### config.mk
export PLATFORM = sky130hd
export DESIGN_NAME = actm_back
export DESIGN_NICKNAME = d
export VERILOG_FILES = /design/src/rtl/actm_pkg.sv /design/src/rtl/actm_back.sv
export SDC_FILE = /design/constraint.sdc
export NUM_CORES = 1
export LEC_CHECK = 0
export ABC_AREA = 1
export ABC_CLOCK_PERIOD_IN_PS = 3600
export BUFFER_PORTS_ARGS = -buffer_cell sky130_fd_sc_hd__buf_4
export CAP_MARGIN = 30
export CORE_UTILIZATION = 48
export CTS_CLUSTER_SIZE = 8
export DETAILED_ROUTE_END_ITERATION = 8
export PLACE_DENSITY = 0.7
export SLEW_MARGIN = 15
export SYNTH_ARGS = -nofsm -noshare
export SYNTH_HDL_FRONTEND = slang
export SYNTH_SLANG_ARGS = --single-unit
### constraint.sdc
create_clock -name clk -period 3.6 [get_ports clk]
set_clock_uncertainty 0.1 [all_clocks]
set_input_delay 0.72 -clock clk [delete_from_list [all_inputs] [get_ports clk]]
set_output_delay 0.72 -clock clk [all_outputs]
set_load 0.05 [all_outputs]
### src/rtl/actm_pkg.sv
package actm_pkg;

  localparam int NUM_ENTRIES      = 16384;
  localparam int RESERVED_ENTRIES = 3;

  localparam int OP_W   = 3;
  localparam int IDX_W  = 14;
  localparam int LINK_W = 15;
  localparam int CNT_W  = 15;
  localparam int ST_W   = 2;

  localparam int ADDR_W      = $clog2(NUM_ENTRIES);
  localparam int SEARCH_SPAN = (NUM_ENTRIES < 16384) ? NUM_ENTRIES : 16384;
  localparam int SCAN_W      = $clog2(SEARCH_SPAN + 1);
  localparam int USED_W      = $clog2(NUM_ENTRIES + 1);
  localparam int RESV_USED   = (RESERVED_ENTRIES < NUM_ENTRIES) ? RESERVED_ENTRIES : NUM_ENTRIES;

  localparam int QUEUE_DEPTH = 2;
  localparam int QPTR_W      = $clog2(QUEUE_DEPTH);
  localparam int QCNT_W      = $clog2(QUEUE_DEPTH + 1);

  localparam int IN_TDATA_W  = 24;
  localparam int OUT_TDATA_W = 32;

  localparam logic [LINK_W-1:0] END_MARK = {LINK_W{1'b1}};

  localparam logic [OP_W-1:0] OP_FORMAT = 3'd0;
  localparam logic [OP_W-1:0] OP_ALLOC  = 3'd1;
  localparam logic [OP_W-1:0] OP_APPEND = 3'd2;
  localparam logic [OP_W-1:0] OP_FREE   = 3'd3;
  localparam logic [OP_W-1:0] OP_NEXT   = 3'd4;
  localparam logic [OP_W-1:0] OP_COUNT  = 3'd5;

  localparam logic [ST_W-1:0] ST_OK   = 2'd0;
  localparam logic [ST_W-1:0] ST_FULL = 2'd1;
  localparam logic [ST_W-1:0] ST_BAD  = 2'd2;
  localparam logic [ST_W-1:0] ST_LOOP = 2'd3;

  typedef enum logic [2:0] {
    CMD_FORMAT,
    CMD_ALLOC,
    CMD_APPEND,
    CMD_FREE,
    CMD_NEXT,
    CMD_COUNT,
    CMD_BAD
  } cmd_kind_t;

  typedef struct packed {
    cmd_kind_t        kind;
    logic [IDX_W-1:0] index;
    logic             idx_ok;
  } cmd_t;

  typedef struct packed {
    logic [ST_W-1:0]  status;
    logic [CNT_W-1:0] freed_or_used;
    logic             end_of_chain;
    logic [IDX_W-1:0] result_index;
  } result_t;

  typedef struct packed {
    logic              we;
    logic [ADDR_W-1:0] waddr;
    logic [LINK_W-1:0] wdata;
    logic [ADDR_W-1:0] raddr;
  } ram_req_t;

  typedef enum logic [3:0] {
    BK_IDLE,
    BK_DISPATCH,
    BK_CLEAR,
    BK_RDIDX,
    BK_SCAN,
    BK_SCAN_CHK,
    BK_LINK,
    BK_FREE_RD,
    BK_FREE_CHK,
    BK_DONE
  } bk_state_t;

endpackage

### src/rtl/actm_back.sv
module actm_back (
  input  logic                        clk,
  input  logic                        rst_n,
  input  logic                        q_valid,
  input  actm_pkg::cmd_t              q_cmd,
  output logic                        q_pop,
  output actm_pkg::ram_req_t          ram_req,
  input  logic [actm_pkg::LINK_W-1:0] ram_rdata,
  output logic                        out_valid,
  input  logic                        out_ready,
  output actm_pkg::result_t           out_data
);
  import actm_pkg::*;

  bk_state_t         state_r, state_nxt;
  cmd_t              cmd_r, cmd_nxt;
  logic [LINK_W-1:0] link_r, link_nxt;
  logic [SCAN_W-1:0] scan_r, scan_nxt;
  logic [SCAN_W-1:0] hint_r, hint_nxt;
  logic [ADDR_W-1:0] cur_r, cur_nxt;
  logic [USED_W-1:0] cnt_r, cnt_nxt;
  logic [USED_W-1:0] used_r, used_nxt;
  logic              formatted_r, formatted_nxt;
  result_t           res_r, res_nxt;
  logic              out_vld_r, out_vld_nxt;
  result_t           out_data_r, out_data_nxt;

  localparam logic [ADDR_W-1:0] LAST_ADDR = ADDR_W'(NUM_ENTRIES - 1);

  always_comb begin
    state_nxt     = state_r;
    cmd_nxt       = cmd_r;
    link_nxt      = link_r;
    scan_nxt      = scan_r;
    hint_nxt      = hint_r;
    cur_nxt       = cur_r;
    cnt_nxt       = cnt_r;
    used_nxt      = used_r;
    formatted_nxt = formatted_r;
    res_nxt       = res_r;
    out_vld_nxt   = out_vld_r;
    out_data_nxt  = out_data_r;
    q_pop         = 1'b0;
    ram_req.we    = 1'b0;
    ram_req.waddr = cur_r;
    ram_req.wdata = '0;
    ram_req.raddr = cur_r;

    if (out_vld_r && out_ready) begin
      out_vld_nxt = 1'b0;
    end

    unique case (state_r)
      BK_IDLE: begin
        if (q_valid) begin
          q_pop     = 1'b1;
          cmd_nxt   = q_cmd;
          res_nxt   = '0;
          cnt_nxt   = '0;
          state_nxt = BK_DISPATCH;
        end
      end
      BK_DISPATCH: begin
        ram_req.raddr = ADDR_W'(cmd_r.index);
        cur_nxt       = ADDR_W'(cmd_r.index);
        scan_nxt      = hint_r;
        if (cmd_r.kind == CMD_FORMAT) begin
          cur_nxt   = '0;
          state_nxt = BK_CLEAR;
        end else if (!formatted_r || cmd_r.kind == CMD_BAD) begin
          res_nxt.status = ST_BAD;
          state_nxt      = BK_DONE;
        end else begin
          unique case (cmd_r.kind)
            CMD_COUNT: begin
              res_nxt.freed_or_used = CNT_W'(used_r);
              state_nxt             = BK_DONE;
            end
            CMD_ALLOC: begin
              state_nxt = BK_SCAN;
            end
            default: begin
              if (!cmd_r.idx_ok) begin
                res_nxt.status = ST_BAD;
                state_nxt      = BK_DONE;
              end else begin
                state_nxt = BK_RDIDX;
              end
            end
          endcase
        end
      end
      BK_CLEAR: begin
        ram_req.we    = 1'b1;
        ram_req.waddr = cur_r;
        ram_req.wdata = (32'(cur_r) < RESERVED_ENTRIES) ? END_MARK : '0;
        cur_nxt       = cur_r + 1'b1;
        if (cur_r == LAST_ADDR) begin
          formatted_nxt = 1'b1;
          used_nxt      = USED_W'(RESV_USED);
          hint_nxt      = SCAN_W'(1);
          state_nxt     = BK_DONE;
        end
      end
      BK_RDIDX: begin
        link_nxt = ram_rdata;
        if (ram_rdata == '0) begin
          res_nxt.status = ST_BAD;
          state_nxt      = BK_DONE;
        end else begin
          unique case (cmd_r.kind)
            CMD_NEXT: begin
              if (ram_rdata == END_MARK) begin
                res_nxt.end_of_chain = 1'b1;
              end else begin
                res_nxt.result_index = IDX_W'(ram_rdata);
              end
              state_nxt = BK_DONE;
            end
            CMD_APPEND: begin
              state_nxt = BK_SCAN;
            end
            default: begin
              state_nxt = BK_FREE_RD;
            end
          endcase
        end
      end
      BK_SCAN: begin
        if (32'(scan_r) >= SEARCH_SPAN) begin
          res_nxt.status = ST_FULL;
          hint_nxt       = SCAN_W'(SEARCH_SPAN);
          state_nxt      = BK_DONE;
        end else begin
          ram_req.raddr = ADDR_W'(scan_r);
          state_nxt     = BK_SCAN_CHK;
        end
      end
      BK_SCAN_CHK: begin
        if (ram_rdata == '0) begin
          ram_req.we           = 1'b1;
          ram_req.waddr        = ADDR_W'(scan_r);
          res_nxt.result_index = IDX_W'(scan_r);
          hint_nxt             = scan_r + 1'b1;
          used_nxt             = used_r + 1'b1;
          if (cmd_r.kind == CMD_APPEND) begin
            ram_req.wdata = link_r;
            state_nxt     = BK_LINK;
          end else begin
            ram_req.wdata = END_MARK;
            state_nxt     = BK_DONE;
          end
        end else begin
          scan_nxt  = scan_r + 1'b1;
          state_nxt = BK_SCAN;
        end
      end
      BK_LINK: begin
        ram_req.we    = 1'b1;
        ram_req.waddr = ADDR_W'(cmd_r.index);
        ram_req.wdata = LINK_W'(scan_r);
        state_nxt     = BK_DONE;
      end
      BK_FREE_RD: begin
        ram_req.raddr = cur_r;
        state_nxt     = BK_FREE_CHK;
      end
      BK_FREE_CHK: begin
        if (ram_rdata == '0) begin
          res_nxt.status        = ST_LOOP;
          res_nxt.freed_or_used = CNT_W'(cnt_r);
          state_nxt             = BK_DONE;
        end else begin
          ram_req.we    = 1'b1;
          ram_req.waddr = cur_r;
          ram_req.wdata = '0;
          cnt_nxt       = cnt_r + 1'b1;
          if (used_r != '0) begin
            used_nxt = used_r - 1'b1;
          end
          if (cur_r != '0 && 32'(cur_r) < 32'(hint_r)) begin
            hint_nxt = SCAN_W'(cur_r);
          end
          if (ram_rdata == END_MARK) begin
            res_nxt.freed_or_used = CNT_W'(cnt_r + 1'b1);
            state_nxt             = BK_DONE;
          end else if (32'(ram_rdata) >= NUM_ENTRIES) begin
            res_nxt.status        = ST_BAD;
            res_nxt.freed_or_used = CNT_W'(cnt_r + 1'b1);
            state_nxt             = BK_DONE;
          end else begin
            cur_nxt   = ADDR_W'(ram_rdata);
            state_nxt = BK_FREE_RD;
          end
        end
      end
      BK_DONE: begin
        if (!out_vld_r || out_ready) begin
          out_vld_nxt  = 1'b1;
          out_data_nxt = res_r;
          state_nxt    = BK_IDLE;
        end
      end
      default: begin
        state_nxt = BK_IDLE;
      end
    endcase
  end

  always_ff @(posedge clk) begin
    if (!rst_n) begin
      state_r     <= BK_IDLE;
      used_r      <= '0;
      formatted_r <= 1'b0;
      hint_r      <= SCAN_W'(1);
      out_vld_r   <= 1'b0;
    end else begin
      state_r     <= state_nxt;
      used_r      <= used_nxt;
      formatted_r <= formatted_nxt;
      hint_r      <= hint_nxt;
      out_vld_r   <= out_vld_nxt;
    end
  end

  always_ff @(posedge clk) begin
    cmd_r      <= cmd_nxt;
    link_r     <= link_nxt;
    scan_r     <= scan_nxt;
    cur_r      <= cur_nxt;
    cnt_r      <= cnt_nxt;
    res_r      <= res_nxt;
    out_data_r <= out_data_nxt;
  end

  assign out_valid = out_vld_r;
  assign out_data  = out_data_r;

  a_hint_nonzero: assert property (@(posedge clk) disable iff (!rst_n)
    formatted_r |-> hint_r != '0)
    else $error("free-search hint points at entry zero");

  a_used_bound: assert property (@(posedge clk) disable iff (!rst_n)
    32'(used_r) <= NUM_ENTRIES)
    else $error("used entry count exceeds table size");

  a_write_busy: assert property (@(posedge clk) disable iff (!rst_n)
    ram_req.we |-> (state_r != BK_IDLE && state_r != BK_DONE && state_r != BK_DISPATCH))
    else $error("table write outside an operation");

  a_full_zero: assert property (@(posedge clk) disable iff (!rst_n)
    (out_vld_r && out_data_r.status == ST_FULL) |-> out_data_r.result_index == '0)
    else $error("table full result carries an entry index");

endmodule

==> flow_summary.yaml, run 1 <==
run_status:
  status: "finished with violations"
  violations: "DRC"
placed_design:
  hpwlAfterDp_um: 22700
  post-place-ws_ps: 183.8
  portBuffers: 114
  place.gp.congestion: 0.9974
critical_path:
  reg2reg_from: "state_r[3]"
  rrSetupSlack_ps: 760
  worst_setup_path_end_kind: "primary output"
  worstPathMaxFanout: 14
  cp_data_arrival_time_ps: 2630
  reg2reg_to: "used_r[10]"
  worstPathRequired_ps: 2780
  start_kind: "flop"
  crit_type: "flop to primary output"
  r2r_cells: 16
routing:
  ant_nets: 0
  wl_per_cell_um: 19.45
  first_iter_violations: 1401
  drc: 1
  via_count: 9176
  first_pass_iters: 9
  vias_per_cell: 5.878
  finalWirelength_um: 30370
floorplanning:
  die_h_um: 145.5
  die-area_um2: 21180
  core.rowCount: 52
  start_util: 0.4886
  die_x_um: 145.5
  core_area_um2: 20230
  io_pins: 115
logic_synthesis:
  synth_edf_count: 141
  yosysWarnings: 0
  synthArstFlopShare: 0
  postSynthAreaPerCell_um2: 8.501
  netlist_instances: 1163
  synth_seq_cells: 177
  synth_area_um2: 9887
  ys_types: 46
  ys_seq_area_frac: 0.5011
  synthFlopType: "edfxtp_1"
  synth_nets: 1219
timing:
  min_period_ps: 3454
  worstMarginPinSlew_ps: 706.8
  fmax_mhz: 289.5
  fin_ws_ps: 146.3
  rsz0062_at_grt: "false"
  period_share: 0.9594
  finalSetupViolations: 0
  hold_viol: 0
  max_slew_margin: 0.5277
  tns_ps: 0
  finalMaxSlewViolations: 0
finish:
  diodes: 0
  fill_cells: 1826
  drive_above_1_share: 0.1743
  nNetsFinal: 1335
  area_growth_syn_to_layout_pct: 17.86
grt:
  grt.overflow.total: 0
  grt_pass1_wl_um: 47050
  grt_pass1_vias: 8238
  grt_max_degree: 51
  antenna_found_initial: 0
  grt.total_usage: 0.2915
clock_tree:
  clk_pin_slew_ps: 70
  postCtsHoldBufs: 0
  cts.sinks: 177
  ctsLongestPathBuffers: 2
  worst_skew_pair.late_latency_ps: 440
  tritoncts: "done"
  cts_made_buffers: 17
  cts-root-buf: "clkbuf_16"
  h-tree-depth: 4
run:
  max_cap_viol_count: 0
worst_hold_path:
  holdPathEnd: "out_data[22]"
  min-delay-start: "res_r[22]"
  min_path_type: "flop to flop"
  hold_depth: 0
pwr:
  power_density_nw_per_um2: 863.1
  ir_drop_v: 0.0006860
  power.leakage_nw: 4.816
  power.total_mw: 10.06
## report_power, final
part	switching [mW]	internal (mW)
Clock	0.891	0.916
Combinational	3.40	1.27
Sequential	0.499	3.09
## metal layers
metal | track usage | part of all wire | vias to the layer above
li1 | - | - | 4274
met1 | 0.4484 | 0.45 | 4221
met2 | 0.3813 | 0.39 | 614
met3 | 0.08370 | 0.13 | 67
met4 | 0.1084 | 0.026 | 0
met5 | 0 | 0 | -
## repair_timing
item	4_1_cts	5_1_grt
endpoints found under the setup margin	0	8
gates resized for setup	0	3
setup buffers	0	3
endpoints found under the hold margin	0	0
## metrics by stage
step	area, um^2	std cells	hold slack (ps)	util
floorplan	9887	1163	300.3	-
global placement	11050	1527	302.5	0.5460
detailed placement	11050	1527	304.5	0.5460
CTS	11610	1558	321.4	0.5736
global route	11650	1561	324.7	0.5759
finish	11650	1561	318.8	0.5759
## placed cells by master, fill, tap and decap left out, types with 17 or more instances in the layout
master     instances
nand4_1           21
buf_4            138
o21ai_0           81
inv_1            128
edfxtp_1         141
inv_2             23
a21oi_1           48
nand3_1          102
nor2_1            99
clkbuf_16         17
dfxtp_1           36
ha_1              19
o221ai_1          31
nand2_1          245
## layout make-up
class / instances / area (um^2) / area share
sequential: 177 / 4955 / 0.4252
tap: 270 / 337.8 / 0.02899
inverter: 154 / 581.8 / 0.04993
clock inverter: 14 / 133.9 / 0.01149
multi-input combinational: 790 / 4163 / 0.3572
clock buffer: 17 / 425.4 / 0.03651
timing repair buffer: 139 / 1056 / 0.09063
## sequential cells by signal (all words and copies together), names as in the netlist, 15 cells and up
name,flops
used_r,15
res_r,32
link_r,15
cnt_r,15
cmd_r,18
hint_r,15
scan_r,15
out_data,32
## cell families (layout without fill, tap and decap cells)
kind of cell,Yosys count,in the layout,synth area share
AOI/OAI and AO/OA,229,229,0.1428
and+or+nand+nor,524,524,0.2363
xor gates and xnor gates,18,18,0.01595
adders and majority gates,19,19,0.02404
buffers and inverters,196,324,0.07985
DFF,177,177,0.5011
## worst max path at each step
stage	end	startpoint	slack, ps
6_report	ram_req[5]	state_r[2]	150
5_1_grt	ram_req[31]	state_r[0]	70
4_1_cts	ram_req[5]	state_r[2]	130
3_5_place_dp	ram_req[21]	ram_rdata[9]	180
3_3_place_gp	ram_req[23]	ram_rdata[11]	310
2_1_floorplan	res_r[0]	state_r[2]	30
## cells in the mapped netlist, types with 5 or more instances
cell	count	area share
nand3_1	102	0.052
nor2_1	103	0.039
inv_1	129	0.049
inv_2	23	0.0087
nor2_4	5	0.0057
a22oi_1	12	0.0091
dfxtp_1	36	0.073
o22ai_1	16	0.010
buf_4	5	0.0038
buf_2	10	0.0051
nand4_1	21	0.013
edfxtp_1	141	0.43
ha_1	19	0.024
a21oi_1	48	0.024
a31oi_1	6	0.0038
clkbuf_1	23	0.0087
xor2_1	15	0.013
o211ai_1	16	0.012
nor3_1	16	0.0081
o21ai_1	5	0.0025
nand2_2	7	0.0044
nand3b_1	6	0.0046
o21ai_0	82	0.042
o221ai_1	31	0.027
nor4_1	6	0.0038
nand2_1	245	0.093
## worst max-delay path, cell delays in order, from the launching register on
cell,delay [ps]
dfxtp_1,430
inv_2,60
nor2_1,160
inv_2,90
nor2_2,180
inv_2,150
nor2_4,170
inv_1,110
buf_4,220
o221ai_1,350
buf_4,270
Power figures use the tool's default switching activity.
==> run 2: changes to the inputs <==
- ABC_AREA: 1 -> default
==> run 2 against run 1 <==
  * The flow now finishes without violations
  * Sequential share of layout area is 0.37 points lower
  * Via count down 6.7%
  * Synthesized cell count is 12% lower
  * Worst hold slack got worse by 2.6 ps
==> flow_summary.yaml, run 2 <==
timing:
  period_share: 0.9729
  finalSetupViolations: 0
  tns_ps: 0
  worstMarginPinSlew_ps: 796.4
  hold_viol: 0
  hold_slack_ps: 316.2
  min_period_ps: 3503
  rsz0062_at_grt: "false"
  fmax_mhz: 285.5
  finalMaxSlewViolations: 0
  max_slew_margin: 0.4676
logic_synthesis:
  netlist_instances: 1022
  yosysTopAreaCellShare: 0.4253
  synth_edf_count: 141
  ys_types: 80
  synthFlopType: "edfxtp_1"
  ys_top_cells_by_area: "edfxtp_1 (43%), dfxtp_1 (7.2%), nand2_1 (5.8%)"
  synth_top_area_cell: "edfxtp_1"
  postSynthAreaPerCell_um2: 9.741
  synth_common_cells: "nand2_1 (155), edfxtp_1 (141), o21ai_0 (87), nor2_1 (66), clkbuf_1 (55)"
  synth_area_um2: 9956
  synth_seq_cells: 177
  yosysMostFrequentCell: "nand2_1"
  synth_nets: 1078
  synthArstFlopShare: 0
  yosysWarnings: 0
  ys_seq_area_frac: 0.4977
floorplanning:
  core_area_um2: 20300
  die-area_um2: 21320
  die_h_um: 146.0
  core.rowCount: 52
  die_x_um: 146.0
  io_pins: 115
  start_util: 0.4904
finish:
  multi_input_area_um2: 4541
  fill_cells: 1766
  area_growth_syn_to_layout_pct: 18.08
  nNetsFinal: 1170
  drive_above_1_share: 0.1917
  diodes: 0
  final_common_cell: "nand2_1"
  layout_common_cells: "nand2_1 (155), buf_4 (154), edfxtp_1 (141), o21ai_0 (85), nor2_1 (65)"
  design_area_um2: 11760
  register_area_um2: 4956
pwr:
  pwr-share-seq: 0.364
  ir_drop_v: 0.0005788
  power_density_nw_per_um2: 900.3
  comb_power_share: 0.461
  power_frac_clock: 0.175
  power.internal_mw: 5.749
  sw_frac_of_total: 0.4569
  power.total_mw: 10.58
  switchingPower_mw: 4.835
  power.leakage_nw: 4.424
routing:
  ant_nets: 0
  drc: 0
  finalWirelength_um: 27570
  via_count: 8559
  wl_per_cell_um: 19.73
  first_iter_violations: 1000
  first_pass_iters: 6
  vias_per_cell: 6.127
critical_path:
  cp_slowest_stage_delay_ps: 420
  worst_setup_path_end_kind: "primary output"
  crit_type: "input pin to primary output"
  cpMostUsedCell: "buf_4"
  worst-path-buf-inv: 4
  cp_top_family: "simple AND/OR/NAND/NOR gates"
  cp_slowest_cell: "nor3_1"
  start_kind: "input pin"
  worstPathRequired_ps: 2780
  worstPathMaxFanout: 11
  path_cells: "buf_4, nor3_1, nand4_4, nor3_1, o21ai_0, buf_4, a222oi_1, inv_1, buf_4"
  cp_data_arrival_time_ps: 2680
clock_tree:
  worst_skew_pair.late_latency_ps: 430
  h-tree-depth: 4
  cts.sinks: 177
  ctsLongestPathBuffers: 2
  cts-root-buf: "clkbuf_16"
  tritoncts: "done"
  cts_post_setup_buffers_inserted: 0
  clk_pin_slew_ps: 70
  cts_made_buffers: 17
grt:
  grt_pass1_wl_um: 43240
  grt.overflow.total: 0
  antenna_found_initial: 0
  grt_max_degree: 50
  grt.total_usage: 0.2606
  grt_pass1_vias: 7755
placed_design:
  portBuffers: 114
  hpwlAfterDp_um: 19550
  place_area_um2: 11160
  place.gp.congestion: 0.9234
worst_hold_path:
  min_path_type: "flop to flop"
run:
  max_cap_viol_count: 0
run_status:
  status: "complete, no violations"
[run 2: cell count changes after synthesis, moves of 17 or more]
cell	before	now
clkbuf_1	23	55
o221ai_1	31	2
mux2i_1	0	17
nand2_1	245	155
nand3_1	102	39
inv_1	129	37
nor2_1	103	66
inv_2	23	0
xnor2_1	3	27
[run 2: cells by family (layout without fill, tap and decap cells)]
family                   after synthesis  in the layout  share of synthesized area
XOR/XNOR                              54             54                    0.04751
AO/OA/AOI/OAI                        245            245                     0.1653
multiplexers                          18             18                    0.01935
flip-flops                           177            177                     0.4977
buffers and inverters                121            226                    0.05014
adder cells (fa/ha/maj)               19             19                    0.02388
AND/OR/NAND/NOR                      388            388                     0.1962
[run 2: power groups by stage]
stage               Clock [mW]  Combinational, mW  Sequential (mW)
floorplan                    0               3.38             3.66
global placement             0               4.77             3.84
detailed placement           0               4.83             3.86
CTS                       1.88               4.85             3.82
global route              1.96               5.19             3.92
finish                    1.85               4.88             3.85
[run 2: final timing paths]
kind,from,endpoint,slack (ps),depth (start not counted)
worst max-delay path,ram_rdata[11],ram_req[31],100,9
worst min-delay path,res_r[18],out_data[18],320,0
worst max register to register,state_r[0],used_r[6],600,8
worst min register to register,res_r[18],out_data[18],320,0
[run 2: final cells by class]
| type | count | share of cell area |
|---|---|---|
| Clock buffer | 18 | 0.03650 |
| Clock inverter | 14 | 0.01384 |
| Inverter | 38 | 0.01213 |
| Multi-Input combinational cell | 724 | 0.3862 |
| Sequential cell | 177 | 0.4216 |
| Tap cell | 270 | 0.02874 |
| Timing Repair Buffer | 156 | 0.1010 |
[run 2: timing repair]
item / CTS / global route
setup endpoints to repair: 0 / 3
hold buffers: 0 / 0
gates resized for setup: 0 / 1
[run 2: stage by stage]
stage	utilization	worst slack [ps]	std cells
6_report	0.5791	97.41	1397
5_1_grt	0.5791	80.67	1397
4_1_cts	0.5791	147.4	1397
3_5_place_dp	0.5499	162.3	1365
3_3_place_gp	0.5490	216.5	1363
2_1_floorplan	-	51.63	1022
[run 2: per-layer routing]
metal | up-vias | global-route usage | part of all wire
met5 | - | 0 | 0
met4 | 0 | 0.09427 | 0.027
met3 | 53 | 0.05563 | 0.10
met2 | 482 | 0.3725 | 0.43
met1 | 4058 | 0.3878 | 0.44
li1 | 3966 | - | -
